`src/rtl/mofb_pkg.sv`:
```
// shared types and constants for the mono panel frame buffer engine
`default_nettype none

package mofb_pkg;

	// operation codes
	localparam logic [2:0] OP_POINT     = 3'd0;
	localparam logic [2:0] OP_FILL      = 3'd1;
	localparam logic [2:0] OP_CLEAR     = 3'd2;
	localparam logic [2:0] OP_REF_START = 3'd3;
	localparam logic [2:0] OP_REF_NEXT  = 3'd4;
	localparam logic [2:0] OP_POWER     = 3'd5;

	// panel controller command bytes
	localparam logic [7:0] CMD_PAGE_BASE = 8'hB0;
	localparam logic [7:0] CMD_COL_LO    = 8'h00;
	localparam logic [7:0] CMD_COL_HI    = 8'h10;
	localparam logic [7:0] CMD_PUMP      = 8'h8D;
	localparam logic [7:0] CMD_PUMP_ON   = 8'h14;
	localparam logic [7:0] CMD_PUMP_OFF  = 8'h10;
	localparam logic [7:0] CMD_DISP_ON   = 8'hAF;
	localparam logic [7:0] CMD_DISP_OFF  = 8'hAE;

	typedef enum logic [2:0] {
		ST_CLEAR,
		ST_IDLE,
		ST_RD,
		ST_WR,
		ST_REF,
		ST_PWR
	} seq_state_t;

	// buffer port controls
	typedef struct packed {
		logic rd;
		logic wr;
		logic zero;
		logic set;
	} mem_ctl_t;

	// one result leaving the sequencer
	typedef struct packed {
		logic valid;
		logic from_mem;
		logic is_data;
		logic last;
		logic fend;
	} res_t;

endpackage

`default_nettype wire

```
`src/rtl/mofb_seq.sv`:
```
// sequencer: decode, rectangle walk, clear sweep, refresh and power streams
`default_nettype none

module mofb_seq
	import mofb_pkg::*;
#(
	parameter int COLUMNS = 128,
	parameter int PAGES = 8,
	localparam int PW = (PAGES > 1) ? $clog2(PAGES) : 1,
	localparam int CW = $clog2(COLUMNS),
	localparam int AW = PW + CW,
	localparam int OW = $clog2(COLUMNS + 3)
) (
	input  wire  logic          clk,
	input  wire  logic          arst_n,
	input  wire  logic          start,
	input  wire  logic [2:0]    operation,
	input  wire  logic [7:0]    x_start,
	input  wire  logic [7:0]    y_start,
	input  wire  logic [7:0]    x_end,
	input  wire  logic [7:0]    y_end,
	input  wire  logic          pixel_value,
	output logic                busy,
	output mem_ctl_t            mem_ctl,
	output logic [AW-1:0]       mem_addr,
	output logic [7:0]          mem_mask,
	output res_t                res,
	output logic [7:0]          res_byte
);

	localparam logic [7:0]    XMAX     = 8'(COLUMNS - 1);
	localparam logic [7:0]    YMAX     = 8'(PAGES * 8 - 1);
	localparam logic [PW-1:0] PMAX     = PW'(PAGES - 1);
	localparam logic [OW-1:0] OFF_DATA = OW'(3);
	localparam logic [OW-1:0] OFF_LAST = OW'(COLUMNS + 2);

	seq_state_t state_q, state_d;

	logic [AW-1:0] clr_q;
	logic          ref_active_q;
	logic [PW-1:0] page_q;
	logic [OW-1:0] off_q;
	logic [1:0]    cnt_q;

	logic [7:0]    x_q, xe_q;
	logic [PW-1:0] b_q, bs_q, be_q;
	logic [2:0]    ylo_q, yhi_q;
	logic          on_q;

	logic          accept;
	logic [7:0]    xe_sel, ye_sel, xe_c, ye_c;
	logic          rect_empty;
	logic          rect_last;
	logic          ref_cmd;
	logic          ref_adv;
	logic [2:0]    lo, hi;
	logic [AW-1:0] rect_addr, ref_addr;

	assign accept = start && (state_q == ST_IDLE);
	assign busy   = (state_q != ST_IDLE);

	// clip the rectangle; a point is a one-pixel rectangle
	always_comb begin
		xe_sel = (operation == OP_POINT) ? x_start : x_end;
		ye_sel = (operation == OP_POINT) ? y_start : y_end;
		xe_c   = (xe_sel > XMAX) ? XMAX : xe_sel;
		ye_c   = (ye_sel > YMAX) ? YMAX : ye_sel;
		rect_empty = (x_start > xe_c) || (y_start > ye_c);
	end

	assign rect_last = (b_q == be_q) && (x_q == xe_q);

	// row mask inside the current row block
	always_comb begin
		lo = (b_q == bs_q) ? ylo_q : 3'd0;
		hi = (b_q == be_q) ? yhi_q : 3'd7;
		mem_mask = (8'hFF >> lo) & (8'hFF << (3'd7 - hi));
	end

	assign rect_addr = {PW'(PMAX - b_q), x_q[CW-1:0]};
	assign ref_addr  = {page_q, CW'(off_q - OFF_DATA)};

	assign ref_cmd = accept && (operation == OP_REF_NEXT) && ref_active_q && (off_q < OFF_DATA);
	assign ref_adv = ref_cmd || (state_q == ST_REF);

	// next state
	always_comb begin
		state_d = state_q;
		case (state_q)
			ST_CLEAR: begin
				if (&clr_q) begin
					state_d = ST_IDLE;
				end
			end
			ST_IDLE: begin
				if (accept) begin
					case (operation)
						OP_POINT, OP_FILL: begin
							if (!rect_empty) begin
								state_d = ST_RD;
							end
						end
						OP_CLEAR: state_d = ST_CLEAR;
						OP_REF_NEXT: begin
							if (ref_active_q && (off_q >= OFF_DATA)) begin
								state_d = ST_REF;
							end
						end
						OP_POWER: state_d = ST_PWR;
						default: state_d = ST_IDLE;
					endcase
				end
			end
			ST_RD: state_d = ST_WR;
			ST_WR: state_d = rect_last ? ST_IDLE : ST_RD;
			ST_REF: state_d = ST_IDLE;
			ST_PWR: begin
				if (cnt_q == 2'd2) begin
					state_d = ST_IDLE;
				end
			end
			default: state_d = ST_IDLE;
		endcase
	end

	// outputs
	always_comb begin
		mem_ctl  = '0;
		mem_addr = rect_addr;
		res      = '0;
		res_byte = 8'h00;
		case (state_q)
			ST_CLEAR: begin
				mem_ctl.wr   = 1'b1;
				mem_ctl.zero = 1'b1;
				mem_addr     = clr_q;
			end
			ST_IDLE: begin
				mem_addr = ref_addr;
				if (ref_cmd) begin
					res.valid = 1'b1;
					res.last  = 1'b1;
					case (off_q[1:0])
						2'd0: res_byte = CMD_PAGE_BASE + 8'(page_q);
						2'd1: res_byte = CMD_COL_LO;
						default: res_byte = CMD_COL_HI;
					endcase
				end else if (accept && (operation == OP_REF_NEXT) && ref_active_q) begin
					mem_ctl.rd = 1'b1;
				end
			end
			ST_RD: begin
				mem_ctl.rd = 1'b1;
			end
			ST_WR: begin
				mem_ctl.wr  = 1'b1;
				mem_ctl.set = on_q;
			end
			ST_REF: begin
				res.valid    = 1'b1;
				res.from_mem = 1'b1;
				res.is_data  = 1'b1;
				res.last     = 1'b1;
				res.fend     = (page_q == PMAX) && (off_q == OFF_LAST);
			end
			ST_PWR: begin
				res.valid = 1'b1;
				res.last  = (cnt_q == 2'd2);
				case (cnt_q)
					2'd0: res_byte = CMD_PUMP;
					2'd1: res_byte = on_q ? CMD_PUMP_ON : CMD_PUMP_OFF;
					default: res_byte = on_q ? CMD_DISP_ON : CMD_DISP_OFF;
				endcase
			end
			default: ;
		endcase
	end

	// control registers
	always_ff @(posedge clk or negedge arst_n) begin
		if (!arst_n) begin
			state_q      <= ST_CLEAR;
			clr_q        <= '0;
			ref_active_q <= 1'b0;
			page_q       <= '0;
			off_q        <= '0;
			cnt_q        <= 2'd0;
		end else begin
			state_q <= state_d;
			case (state_q)
				ST_CLEAR: clr_q <= clr_q + 1'b1;
				ST_IDLE: begin
					if (accept) begin
						case (operation)
							OP_CLEAR: clr_q <= '0;
							OP_REF_START: begin
								ref_active_q <= 1'b1;
								page_q       <= '0;
								off_q        <= '0;
							end
							OP_POWER: cnt_q <= 2'd0;
							default: ;
						endcase
					end
				end
				ST_PWR: cnt_q <= cnt_q + 2'd1;
				default: ;
			endcase
			if (ref_adv) begin
				if (off_q == OFF_LAST) begin
					off_q <= '0;
					if (page_q == PMAX) begin
						page_q       <= '0;
						ref_active_q <= 1'b0;
					end else begin
						page_q <= page_q + 1'b1;
					end
				end else begin
					off_q <= off_q + 1'b1;
				end
			end
		end
	end

	// rectangle walk: columns outer, row blocks inner
	always_ff @(posedge clk) begin
		if (accept && ((operation == OP_POINT) || (operation == OP_FILL))) begin
			x_q   <= x_start;
			xe_q  <= xe_c;
			bs_q  <= y_start[PW+2:3];
			b_q   <= y_start[PW+2:3];
			be_q  <= ye_c[PW+2:3];
			ylo_q <= y_start[2:0];
			yhi_q <= ye_c[2:0];
			on_q  <= pixel_value;
		end else if (accept && (operation == OP_POWER)) begin
			on_q <= pixel_value;
		end else if (state_q == ST_WR) begin
			if (b_q == be_q) begin
				b_q <= bs_q;
				x_q <= x_q + 8'd1;
			end else begin
				b_q <= b_q + 1'b1;
			end
		end
	end

`ifndef ASSERT_OFF
	a_wr_after_rd: assert property (@(posedge clk) disable iff (!arst_n)
		(state_q == ST_WR) |-> ($past(state_q) == ST_RD))
		else $error("buffer write without preceding read");

	a_quiet_while_drawing: assert property (@(posedge clk) disable iff (!arst_n)
		((state_q == ST_RD) || (state_q == ST_WR) || (state_q == ST_CLEAR)) |-> !res.valid)
		else $error("result raised during draw or clear");

	a_fend_form: assert property (@(posedge clk) disable iff (!arst_n)
		res.fend |-> (res.is_data && res.last && res.from_mem))
		else $error("frame end on a non-data result");

	a_ref_needs_active: assert property (@(posedge clk) disable iff (!arst_n)
		(state_q == ST_REF) |-> $past(ref_active_q))
		else $error("refresh data read while refresh idle");
`endif

endmodule

`default_nettype wire
```
`config.mk`:
```
export PLATFORM = sky130hd
export DESIGN_NAME = mofb_seq
export DESIGN_NICKNAME = d
export VERILOG_FILES = /design/src/rtl/mofb_pkg.sv /design/src/rtl/mofb_seq.sv
export SDC_FILE = /design/constraint.sdc
export NUM_CORES = 1
export LEC_CHECK = 0
export BUFFER_PORTS_ARGS = -buffer_cell sky130_fd_sc_hd__buf_2
export CAP_MARGIN = 5
export CORE_ASPECT_RATIO = 0.8
export CORE_UTILIZATION = 40
export CTS_CLUSTER_DIAMETER = 120
export DETAILED_ROUTE_END_ITERATION = 10
export SYNTH_ARGS = -nofsm -noshare
export SYNTH_HDL_FRONTEND = slang
export SYNTH_SLANG_ARGS = --single-unit
export TNS_END_PERCENT = 1
```
`constraint.sdc`:
```
create_clock -name clk -period 2.1 [get_ports clk]
set_input_delay 0.42 -clock clk [delete_from_list [all_inputs] [get_ports clk]]
set_output_delay 0.42 -clock clk [all_outputs]
set_load 0.1 [all_outputs]
```
==> metrics <==
Area Overhead vs Synth 51.8%; # rows 33; Least-Margin Pin Slew 667 ps; Starting Density 41.1%; DR vias 4,001; Cell variety after synth 55; Tmin final 2810 ps; post-route ant nets 0; TNS Setup -9450 ps; Die W 117 um; crit-path cells or4_4 -> or4_4 -> nor2_4 -> nand4_1 -> a21oi_4 -> buf_12; clk_skew 6.27 ps; clock sinks 59; Async SR Flop Fraction 45.8%; antenna violations before repair 0; Worst Path Arrival 2390 ps; CP endpoint kind output port; 1st-iter DRT viols 156; number of synthesized flops with an enable pin 32; clock latency on the worst-skew pair 340 ps; DRT Wirelength 11.5 mm; dpl hpwl 9.14 mm; Root Driver clkbuf_16; Post-Layout Inst Area 0.00639 mm2; # fillers 882; Final WS setup -711 ps; Yosys top cell area share 22.8%; worst vdd ir 2.70 mV; Worst R2R End off_q[0]; leak pwr 2.76 nW; reg2reg start off_q[3]; synthesis-stage register bit count 59; Clk pin slew, worst setup/hold paths 50 ps; status finished, violations left; worst min-delay path class in2async; pre-CTS setup slack -521 ps; Via density 5.28; # port buffers 73; worst path bufs/invs 1; RSZ-0062 raised after global routing yes; R2R depth 6; Final Non-Filler Cells 758; top post-synthesis cells by area edfxtp_1 23%, dfrtp_1 16%, ha_1 8.6%; r2r setup slk -220 ps; Crit Path Max Fanout 4; diode count 0; Die H 93.8 um; violated checks setup timing; Yosys warnings 0; max-slew violation count 0; Sequential Area 0.00164 mm2; Final period util 134%; critical path required time 1680 ps; Synth Flop Type edfxtp_1; Post-DP Area 0.00588 mm2; Critical Path Stages 6; slowest stage cell on the critical path or4_4; TritonCTS clock tree built; total power draw 10.3 mW; Post-Synthesis Cells 464; DR pass1 iterations 4; Setup CP Type reg2out; drc violations 0; WL per Instance 15.2 um; family with the most delay on the worst path simple AND/OR/NAND/NOR gates; Total GRT Usage 23.0%; Crit. Startpoint off_q[3]; endpoints failing hold 0; Cell Pwr Density 1610 mW/mm2; CP dominant cell by count or4_4; Hold WS 111 ps; relative slew slack 55.5%; CORE AREA 0.0102 mm2; sequential share of the synthesized area 38.9%; Synth area leader edfxtp_1; Layout Utilization 62.4%; CTS buffer count 9; H-tree Lvls 3; Finish-stage setup viols 34; Setup crit start kind flip-flop; fin nets 681; pin count of the biggest net entering global routing 35; Critical Path Sink res_byte[2]; Die Area 0.0109 mm2; Inst Count DP 742; GP Congestion 0.868; vias in the first global route 4,043; first-pass GRT wire length 19.1 mm; footprint of the multi-input gates 0.00269 mm2; CP max stage delay 560 ps; Avg Inst Size Synth 9.07 um2; num ports 75; share of layout cells above drive strength 1 38.7%; GRT overflow 0; clock tree buffer depth 2; Cell Area, Synth 0.00421 mm2; MaxCap Viol Count 0; Fmax 356 MHz
## worst min-delay path by stage
stage | to
floorplan | clr_q[0]
global placement | page_q[0]
detailed placement | page_q[0]
CTS | page_q[0]
global route | page_q[0]
finish | page_q[0]
## synthesized netlist by cell type (all sizes together), types with 6 or more instances
master  count
or3         8
ha         29
xor2       15
nor3        9
a21oi      32
nor2       34
xnor2      20
nand4      14
o21ai      25
nand2      45
a211oi      6
dfrtp      27
nor2b      12
nand3      17
inv        23
and3       13
edfxtp     32
o31ai      10
clkbuf     19
## power by group
part | internal [mW] | leakage, nW | switching (mW)
combinational | 2.61 | 1.98 | 4.61
sequential | 1.44 | 0.641 | 0.161
clock | 0.911 | 0.141 | 0.531
## layout make-up
| cell class | instances | share of cell area (%) |
|---|---|---|
| clock buffers | 9 | 3.52 |
| inverters | 23 | 1.35 |
| well taps | 140 | 2.74 |
| flip-flops and latches | 59 | 25.6 |
| multi-input cells | 362 | 42.2 |
| clock inverters | 7 | 1.08 |
| repair buffers | 158 | 23.5 |
## cells by family after synthesis
kind of cell | count (synthesis) | synth area share (%)
and+or+nand+nor | 174 | 21.4
adders and majority gates | 29 | 8.62
other | 2 | 0.178
muxes | 6 | 1.46
DFF | 59 | 38.9
AOI/OAI and AO/OA | 113 | 17.7
xor gates and xnor gates | 35 | 7.28
buffers and inverters | 46 | 4.49
## state kept, by name, indices dropped and copies added, names as in the netlist
name and flops:
page_q 3, ylo_q 3, bs_q 3, cnt_q 2, xe_q 8, state_q 3
yhi_q 3, clr_q 10, b_q 3, ref_active_q 1, on_q 1, off_q 8
be_q 3, x_q 8
## layer usage
metal	up-vias	global-route usage, %	routed length, um
met5	-	0	0
met4	0	6.01	91
met3	9	4.77	463
met2	82	37.4	5520
met1	1916	31.0	5450
li1	1994	-	-
## placed cells by master (no fill, tap or decap), drive strengths merged, types with 3 or more instances in the layout
master	count
buf	158
nand2	45
nor2	34
edfxtp	32
a21oi	32
ha	29
dfrtp	27
o21ai	25
inv	23
xnor2	20
nand3	17
xor2	15
nand4	14
and3	13
nor2b	12
o31ai	10
clkbuf	9
nor3	9
or3	8
a211oi	6
mux2i	5
a22o	5
conb	5
o211ai	4
a31o	4
a21o	4
clkinv	4
o221ai	3
nand3b	3
o21a	3
o31a	3
or2	3
o311ai	3
and2	3
nor3b	3
## timing repair
action	CTS	global route
hold buffers	0	0
setup endpoints to repair	44	45
pin swaps	9	6
gates resized for setup	36	17
setup buffers	0	0
Power figures use the tool's default switching activity.
